==> src/rtl/core/fbr_pkg.sv <==
// Package for the framed byte receiver: phase and result codes, result bundle,
// and the byte-wide CRC-8 update. No dependencies.
package fbr_pkg;

    localparam logic [7:0] SYNC_FIRST        = 8'h55;
    localparam logic [7:0] SYNC_SECOND       = 8'hAA;
    localparam logic [7:0] CRC_POLY          = 8'h07;
    localparam logic [7:0] CRC_TOPBIT        = 8'h80;
    localparam logic [7:0] MAX_PAYLOAD_RESET = 8'd200;

    typedef enum logic [2:0] {
        PH_HUNT0 = 3'd0,
        PH_HUNT1 = 3'd1,
        PH_LEN   = 3'd2,
        PH_CMD   = 3'd3,
        PH_DATA  = 3'd4,
        PH_CRC   = 3'd5
    } t_phase;

    typedef enum logic [1:0] {
        KIND_PAYLOAD = 2'd0,
        KIND_GOOD    = 2'd1,
        KIND_CRC_ERR = 2'd2,
        KIND_LEN_ERR = 2'd3
    } t_kind;

    typedef struct packed {
        t_kind       kind;
        logic [7:0]  frame_cmd;
        logic [7:0]  frame_len;
        logic [7:0]  data_byte;
        logic [7:0]  data_index;
        logic [31:0] good_total;
        logic [31:0] crc_fail_total;
    } t_result;

    function automatic logic [7:0] crc8_update(input logic [7:0] crc, input logic [7:0] b);
        logic [7:0] c;
        c = crc ^ b;
        for (int i = 0; i < 8; i++) begin
            if ((c & CRC_TOPBIT) != 8'd0) begin
                c = {c[6:0], 1'b0} ^ CRC_POLY;
            end else begin
                c = {c[6:0], 1'b0};
            end
        end
        return c;
    endfunction

endpackage

==> src/rtl/core/framed_byte_receiver_crc8.sv <==
// Framed byte receiver with CRC-8 check: top level.
// A result is registered (output or skid entry) when the byte that causes it is taken.
// Throughput: one byte per cycle; the input stalls only when the result
// register and its skid entry are both full.
// Reset (synchronous, active low): hunt for the first sync byte, counters and
// CRC cleared, length limit back to 200. Depends on fbr_pkg, fbr_deframer, fbr_out_stage.
module framed_byte_receiver_crc8 (
    input  logic        i_clk,
    input  logic        i_rst_n,
    input  logic        i_valid,
    output logic        o_stall,
    input  logic [7:0]  i_rx_byte,
    input  logic        i_cfg_wr_en,
    input  logic [7:0]  i_cfg_wr_data,
    output logic        o_valid,
    input  logic        i_stall,
    output logic [1:0]  o_kind,
    output logic [7:0]  o_frame_cmd,
    output logic [7:0]  o_frame_len,
    output logic [7:0]  o_data_byte,
    output logic [7:0]  o_data_index,
    output logic [31:0] o_good_total,
    output logic [31:0] o_crc_fail_total
);
    import fbr_pkg::*;

    logic    take;
    logic    res_valid;
    logic    full;
    t_result res;
    t_result out_res;

    assign o_stall = full;
    assign take    = i_valid && !full;

    fbr_deframer u_deframer (
        .i_clk         (i_clk),
        .i_rst_n       (i_rst_n),
        .i_take        (take),
        .i_rx_byte     (i_rx_byte),
        .i_cfg_wr_en   (i_cfg_wr_en),
        .i_cfg_wr_data (i_cfg_wr_data),
        .o_res_valid   (res_valid),
        .o_res         (res)
    );

    fbr_out_stage u_out (
        .i_clk       (i_clk),
        .i_rst_n     (i_rst_n),
        .i_res_valid (res_valid),
        .i_res       (res),
        .i_stall     (i_stall),
        .o_full      (full),
        .o_valid     (o_valid),
        .o_res       (out_res)
    );

    assign o_kind           = out_res.kind;
    assign o_frame_cmd      = out_res.frame_cmd;
    assign o_frame_len      = out_res.frame_len;
    assign o_data_byte      = out_res.data_byte;
    assign o_data_index     = out_res.data_index;
    assign o_good_total     = out_res.good_total;
    assign o_crc_fail_total = out_res.crc_fail_total;

endmodule

==> src/rtl/core/fbr_deframer.sv <==
// Frame parser: phase register, CRC, frame fields, good and CRC-failure counters and
// the length limit register. Depends on fbr_pkg.
module fbr_deframer (
    input  logic            i_clk,
    input  logic            i_rst_n,
    input  logic            i_take,
    input  logic [7:0]      i_rx_byte,
    input  logic            i_cfg_wr_en,
    input  logic [7:0]      i_cfg_wr_data,
    output logic            o_res_valid,
    output fbr_pkg::t_result o_res
);
    import fbr_pkg::*;

    t_phase      r_phase, n_phase;
    logic [7:0]  r_len, n_len;
    logic [7:0]  r_cmd, n_cmd;
    logic [7:0]  r_pos, n_pos;
    logic [7:0]  r_crc, n_crc;
    logic [31:0] r_good, n_good;
    logic [31:0] r_fail, n_fail;
    logic [7:0]  r_max_payload;
    logic [7:0]  crc_next;

    assign crc_next = crc8_update((r_phase == PH_LEN) ? 8'd0 : r_crc, i_rx_byte);

    always_ff @(posedge i_clk) begin
        if (!i_rst_n) begin
            r_phase       <= PH_HUNT0;
            r_len         <= 8'd0;
            r_cmd         <= 8'd0;
            r_pos         <= 8'd0;
            r_crc         <= 8'd0;
            r_good        <= 32'd0;
            r_fail        <= 32'd0;
            r_max_payload <= MAX_PAYLOAD_RESET;
        end else begin
            if (i_cfg_wr_en) begin
                r_max_payload <= i_cfg_wr_data;
            end
            if (i_take) begin
                r_phase <= n_phase;
                r_len   <= n_len;
                r_cmd   <= n_cmd;
                r_pos   <= n_pos;
                r_crc   <= n_crc;
                r_good  <= n_good;
                r_fail  <= n_fail;
            end
        end
    end

    always_comb begin
        n_phase     = PH_HUNT0;
        n_len       = r_len;
        n_cmd       = r_cmd;
        n_pos       = r_pos;
        n_crc       = r_crc;
        n_good      = r_good;
        n_fail      = r_fail;
        o_res_valid = 1'b0;
        o_res.kind       = KIND_PAYLOAD;
        o_res.frame_cmd  = r_cmd;
        o_res.frame_len  = r_len;
        o_res.data_byte  = 8'd0;
        o_res.data_index = 8'd0;
        unique case (r_phase)
            PH_HUNT1: begin
                n_phase = (i_rx_byte == SYNC_SECOND) ? PH_LEN : PH_HUNT0;
            end
            PH_LEN: begin
                n_len = i_rx_byte;
                n_pos = 8'd0;
                n_crc = crc_next;
                if (i_rx_byte > r_max_payload) begin
                    n_phase          = PH_HUNT0;
                    o_res_valid      = i_take;
                    o_res.kind       = KIND_LEN_ERR;
                    o_res.frame_cmd  = 8'd0;
                    o_res.frame_len  = i_rx_byte;
                end else begin
                    n_phase = PH_CMD;
                end
            end
            PH_CMD: begin
                n_cmd   = i_rx_byte;
                n_crc   = crc_next;
                n_phase = (r_len != 8'd0) ? PH_DATA : PH_CRC;
            end
            PH_DATA: begin
                n_crc   = crc_next;
                n_pos   = r_pos + 8'd1;
                n_phase = ({1'b0, r_pos} + 9'd1 >= {1'b0, r_len}) ? PH_CRC : PH_DATA;
                o_res_valid      = i_take;
                o_res.kind       = KIND_PAYLOAD;
                o_res.data_byte  = i_rx_byte;
                o_res.data_index = r_pos;
            end
            PH_CRC: begin
                n_phase     = PH_HUNT0;
                o_res_valid = i_take;
                if (i_rx_byte == r_crc) begin
                    n_good     = r_good + 32'd1;
                    o_res.kind = KIND_GOOD;
                end else begin
                    n_fail     = r_fail + 32'd1;
                    o_res.kind = KIND_CRC_ERR;
                end
            end
            default: begin
                n_phase = (i_rx_byte == SYNC_FIRST) ? PH_HUNT1 : PH_HUNT0;
            end
        endcase
        o_res.good_total     = n_good;
        o_res.crc_fail_total = n_fail;
    end

endmodule

==> src/rtl/core/fbr_out_stage.sv <==
// Result register with one skid entry between the parser and the output
// channel. Depends on fbr_pkg.
module fbr_out_stage (
    input  logic             i_clk,
    input  logic             i_rst_n,
    input  logic             i_res_valid,
    input  fbr_pkg::t_result i_res,
    input  logic             i_stall,
    output logic             o_full,
    output logic             o_valid,
    output fbr_pkg::t_result o_res
);
    import fbr_pkg::*;

    logic    r_out_valid;
    logic    r_skid_valid;
    t_result r_out;
    t_result r_skid;
    logic    out_free;

    assign out_free = !r_out_valid || !i_stall;
    assign o_full   = r_skid_valid;
    assign o_valid  = r_out_valid;
    assign o_res    = r_out;

    always_ff @(posedge i_clk) begin
        if (!i_rst_n) begin
            r_out_valid  <= 1'b0;
            r_skid_valid <= 1'b0;
        end else if (out_free) begin
            if (r_skid_valid) begin
                r_out_valid  <= 1'b1;
                r_skid_valid <= 1'b0;
            end else begin
                r_out_valid <= i_res_valid;
            end
        end else if (i_res_valid) begin
            r_skid_valid <= 1'b1;
        end
    end

    always_ff @(posedge i_clk) begin
        if (out_free) begin
            r_out <= r_skid_valid ? r_skid : i_res;
        end else if (i_res_valid) begin
            r_skid <= i_res;
        end
    end

endmodule

==> config.mk <==
export PLATFORM = sky130hd
export DESIGN_NAME = framed_byte_receiver_crc8
export DESIGN_NICKNAME = d
export VERILOG_FILES = /design/src/rtl/core/fbr_pkg.sv /design/src/rtl/core/framed_byte_receiver_crc8.sv /design/src/rtl/core/fbr_deframer.sv /design/src/rtl/core/fbr_out_stage.sv
export SDC_FILE = /design/constraint.sdc
export NUM_CORES = 1
export LEC_CHECK = 0
export BUFFER_PORTS_ARGS = -buffer_cell sky130_fd_sc_hd__buf_2
export CORE_ASPECT_RATIO = 1.2
export CORE_UTILIZATION = 54
export CTS_CLUSTER_DIAMETER = 80
export DETAILED_ROUTE_END_ITERATION = 16
export PLACE_DENSITY = 0.76
export SYNTH_ARGS = -nofsm -noshare
export SYNTH_HDL_FRONTEND = slang
export SYNTH_SLANG_ARGS = --single-unit
==> constraint.sdc <==
create_clock -name i_clk -period 12.1 [get_ports i_clk]
set_clock_uncertainty 0.2 [all_clocks]
set_input_delay 2.42 -clock i_clk [delete_from_list [all_inputs] [get_ports i_clk]]
set_output_delay 2.42 -clock i_clk [all_outputs]
set_load 0.02 [all_outputs]
==> metrics.md <==
| Metric | Value |
|---|---|
| Status | complete, no violations |
| Clock Latency Late Sink | around 0.55 ns |
| Row Count | 63 |
| Peak Freq | 0.198 GHz |
| Final Power | 2.19 mW |
| Pre-CTS worst setup slack | 6.50 ns |
| I/O pin count | 121 |
| Worst setup EP type | register |
| CP dominant cell by count | xor2_1 |
| Root Buffer | clkbuf_16 |
| Peak fanout along the critical path | 16 |
| 1st-iter DRT viols | 516 |
| Share of power burned in registers | 0.511 |
| Layout cells sized above 1 | 0.228 |
| Post-CTS sizing | 0 |
| Setup TNS | 0 ns |
| RR Startpoint | u_deframer.r_phase[2] |
| Hold buffer count at cts | 0 |
| First-pass GRT wire length | between 40 and 50 mm |
| Worst r2r path cells | 7 |
| Tot GR Track Use | 0.209 |
| Fraction of registers with async set/reset | 0 |
| DR pass1 iterations | 5 |
| Overall die height | 178 um |
| Final hold vios | 0 |
| DR vias/cell | 5.57 |
| WP data required | 12.19 ns |
| Synthesized area per cell | 11.8 um2 |
| Worst hold stages | 2 |
| Largest net degree at the start of global routing | between 80 and 90 |
| Crit path DAT | 5.16 ns |
| Synth Register Bits | around 310 |
| Worst min-delay path class | reg2reg |
| Final setup fails | 0 |
| Syn_nets | 1219 |
| Clock Sinks | 305 |
| Worst-path clk slew | around 0.070 ns |
| # H-tree levels | 1 |
| Die width | 148 um |
| Fill count | 1947 |
| Area contributors post-synth | edfxtp_1 42%, dfxtp_1 16%, mux2_2 8.9% |
| Most common cell in the netlist | edfxtp_1 |
| Total Nets Final | 1319 |
| Rel. slew slack | 0.205 |
| Clock tree buffer depth | 3 |
| Post-CTS Repair Setup Buffers | 0 |
| Hold worst-path end | u_deframer.r_len[2] |
| Initial antenna violation count | 0 |
| Synth-to-layout area growth | 13.3% |
| Pwr dens | 139 nW/um2 |
| Synth warn | 0 |
| Post-synth top cells | 196 x edfxtp_1, 120 x nor2_1, 110 x mux2_2 |
| Max stage delay on crit path | 0.73 ns |
| Global route overflow | 0 |
| Cell internal pwr | 1.75 mW |
| Post-synth EDFFs | 196 |
| DR vias | 9061 |
| Seq/Total Area, Yosys | 0.582 |
| Top-area cell type share of the netlist area | 0.424 |
| Net switching power figure | between 0.4 and 0.5 mW |
| Final WL | 27.3 mm |
| WP depth | 8 |
| Placed cell area | 14700 um2 |
| Post-Syn Area | 13900 um2 |
| Hold slack | 0.277 ns |
| Area leader, netlist | edfxtp_1 |
| Vias in the first global route | about 8800 |
| Clock power frac | 0.443 |
| Fin worst setup slack | 7.04 ns |
| CORE AREA | 25000 um2 |
| Worst Tran Pin Value | 1.19 ns |
| Largest vdd supply drop | 110 uV |
| Reg-to-reg endpoint | u_out.o_res[31] |
| Port bufs | 120 |
| Slowest CP cell | and3_1 |
| Post-Synthesis Cells | 1179 |
| CP delay by family, top | simple AND/OR/NAND/NOR gates |
| Pleak | approximately 6.4 nW |
| Full die area | approximately 26000 um2 |
| Critical Path Start Type | input pin |
| DR DRC count | 0 |
| Maximum capacitance violations | 0 |
| CTS tree | done |
| Ys flop type | edfxtp_1 |
| Switching share of power | 0.201 |
| Initial Utilization | 0.555 |
| CP bufs+invs | 1 |
| RSZ-0062 raised after global routing | false |
| Final min period | around 5.1 ns |
| WL per Instance | 16.8 um |
| Hold Path Origin | u_deframer.r_len[2] |
| Final instance area | 15700 um2 |
| Count of distinct cell types in the synthesized netlist | 54 |
| WS Path Type | in2reg |
| Total CTS buffers | 30 |
| Antenna viol nets, final | 0 |
| Tcrit/Tclk final | 0.418 |
| ANT cells | 0 |
| Final HPWL from detailed placement | 17.8 mm |
| Combinational group share of total power | 0.045 |
| Slew Limit Fails | 0 |
| Gpl congestion | 0.815 |
| CP Cell Sequence | buf_2 -> xor2_1 -> nor4_2 -> and3_1 -> nand3_1 -> nor2_1 -> xor2_1 -> mux2_2 |
| Flop-to-flop setup slack | between 8 and 9 ns |
[worst reg2reg max path: cells and delay by family (launching register included)]
family           cells  cell delay, ns
AO/OA/AOI/OAI        1            0.93
XOR/XNOR             1            0.18
flip-flops           1            0.82
multiplexers         1            0.27
AND/OR/NAND/NOR      4            1.11
[metal layers]
layer,vias up,global-route usage,part of all wire
met2,222,0.375,0.51
li1,4412,-,-
met4,0,0.0722,0.028
met5,-,0,0
met3,53,0.0288,0.048
met1,4374,0.256,0.41
[per-stage QoR]
stage / std cells / util
2_1_floorplan: 1179 / -
3_3_place_gp: 1572 / 0.588
3_5_place_dp: 1572 / 0.588
4_1_cts: 1628 / 0.629
5_1_grt: 1628 / 0.629
6_report: 1628 / 0.629
[sequential cells by signal, summed over array words and instances (netlist names)]
| name | flops |
|---|---|
| u_deframer.r_phase | 3 |
| u_out.o_full | 1 |
| u_deframer.r_len | 8 |
| u_deframer.r_crc | 8 |
| u_out.o_valid | 1 |
| u_deframer.r_pos | 8 |
| u_deframer.r_cmd | 8 |
| u_out.r_skid | 98 |
| u_deframer.r_fail | 32 |
| u_out.o_res | 98 |
| u_deframer.r_max_payload | 8 |
| u_deframer.r_good | 32 |
[kinds of logic after synthesis]
family / Yosys count / synth area share
buffers and inverters: 86 / 0.0270
AND/OR/NAND/NOR: 378 / 0.136
flip-flops: 305 / 0.582
XOR/XNOR: 135 / 0.0863
AO/OA/AOI/OAI: 132 / 0.0531
adder cells (fa/ha/maj): 19 / 0.0171
multiplexers: 124 / 0.0994
[how the worst max path moves through the flow]
stage	from	slack (ns)	endpoint
2_1_floorplan	i_rx_byte[0]	0.69	u_out.r_skid[0]
3_3_place_gp	i_rx_byte[2]	6.54	u_out.o_res[52]
3_5_place_dp	i_rx_byte[4]	6.50	u_out.o_res[56]
4_1_cts	i_rx_byte[4]	7.07	u_out.o_res[58]
5_1_grt	i_rx_byte[2]	6.82	u_deframer.r_good[23]
6_report	i_rx_byte[4]	7.04	u_out.o_res[58]
[cells in the final DEF, fill, tap and decap left out, types with 23 or more instances in the layout]
master and n:
xnor2_1 59, inv_1 23, edfxtp_1 196, dfxtp_1 109, a21oi_1 56, o21ai_0 45, mux2_2 110, xor2_1 75
nand3_1 39, clkbuf_16 31, buf_2 120, and3_1 31, or3_1 27, nor2_1 120, nand2_1 83
[power by group through the flow]
stage	Clock [mW]	Combinational (mW)	Sequential (mW)
6_report	0.969	0.0987	1.12
2_1_floorplan	0	0.0681	1.14
3_3_place_gp	0	0.0955	1.14
5_1_grt	1.03	0.107	1.12
3_5_place_dp	0	0.0981	1.14
4_1_cts	0.988	0.0987	1.12
[area by class of cell]
type | instances | area [um2] | share of cell area
clock buffers | 48 | 873 | 0.0556
clock inverters | 8 | 165 | 0.0105
inverters | 25 | 96.3 | 0.00613
multi-input cells | 788 | 5440 | 0.346
flip-flops and latches | 305 | 8070 | 0.513
well taps | 325 | 407 | 0.0259
repair buffers | 129 | 668 | 0.0425
No activity file was read; power rests on OpenSTA's default activity.
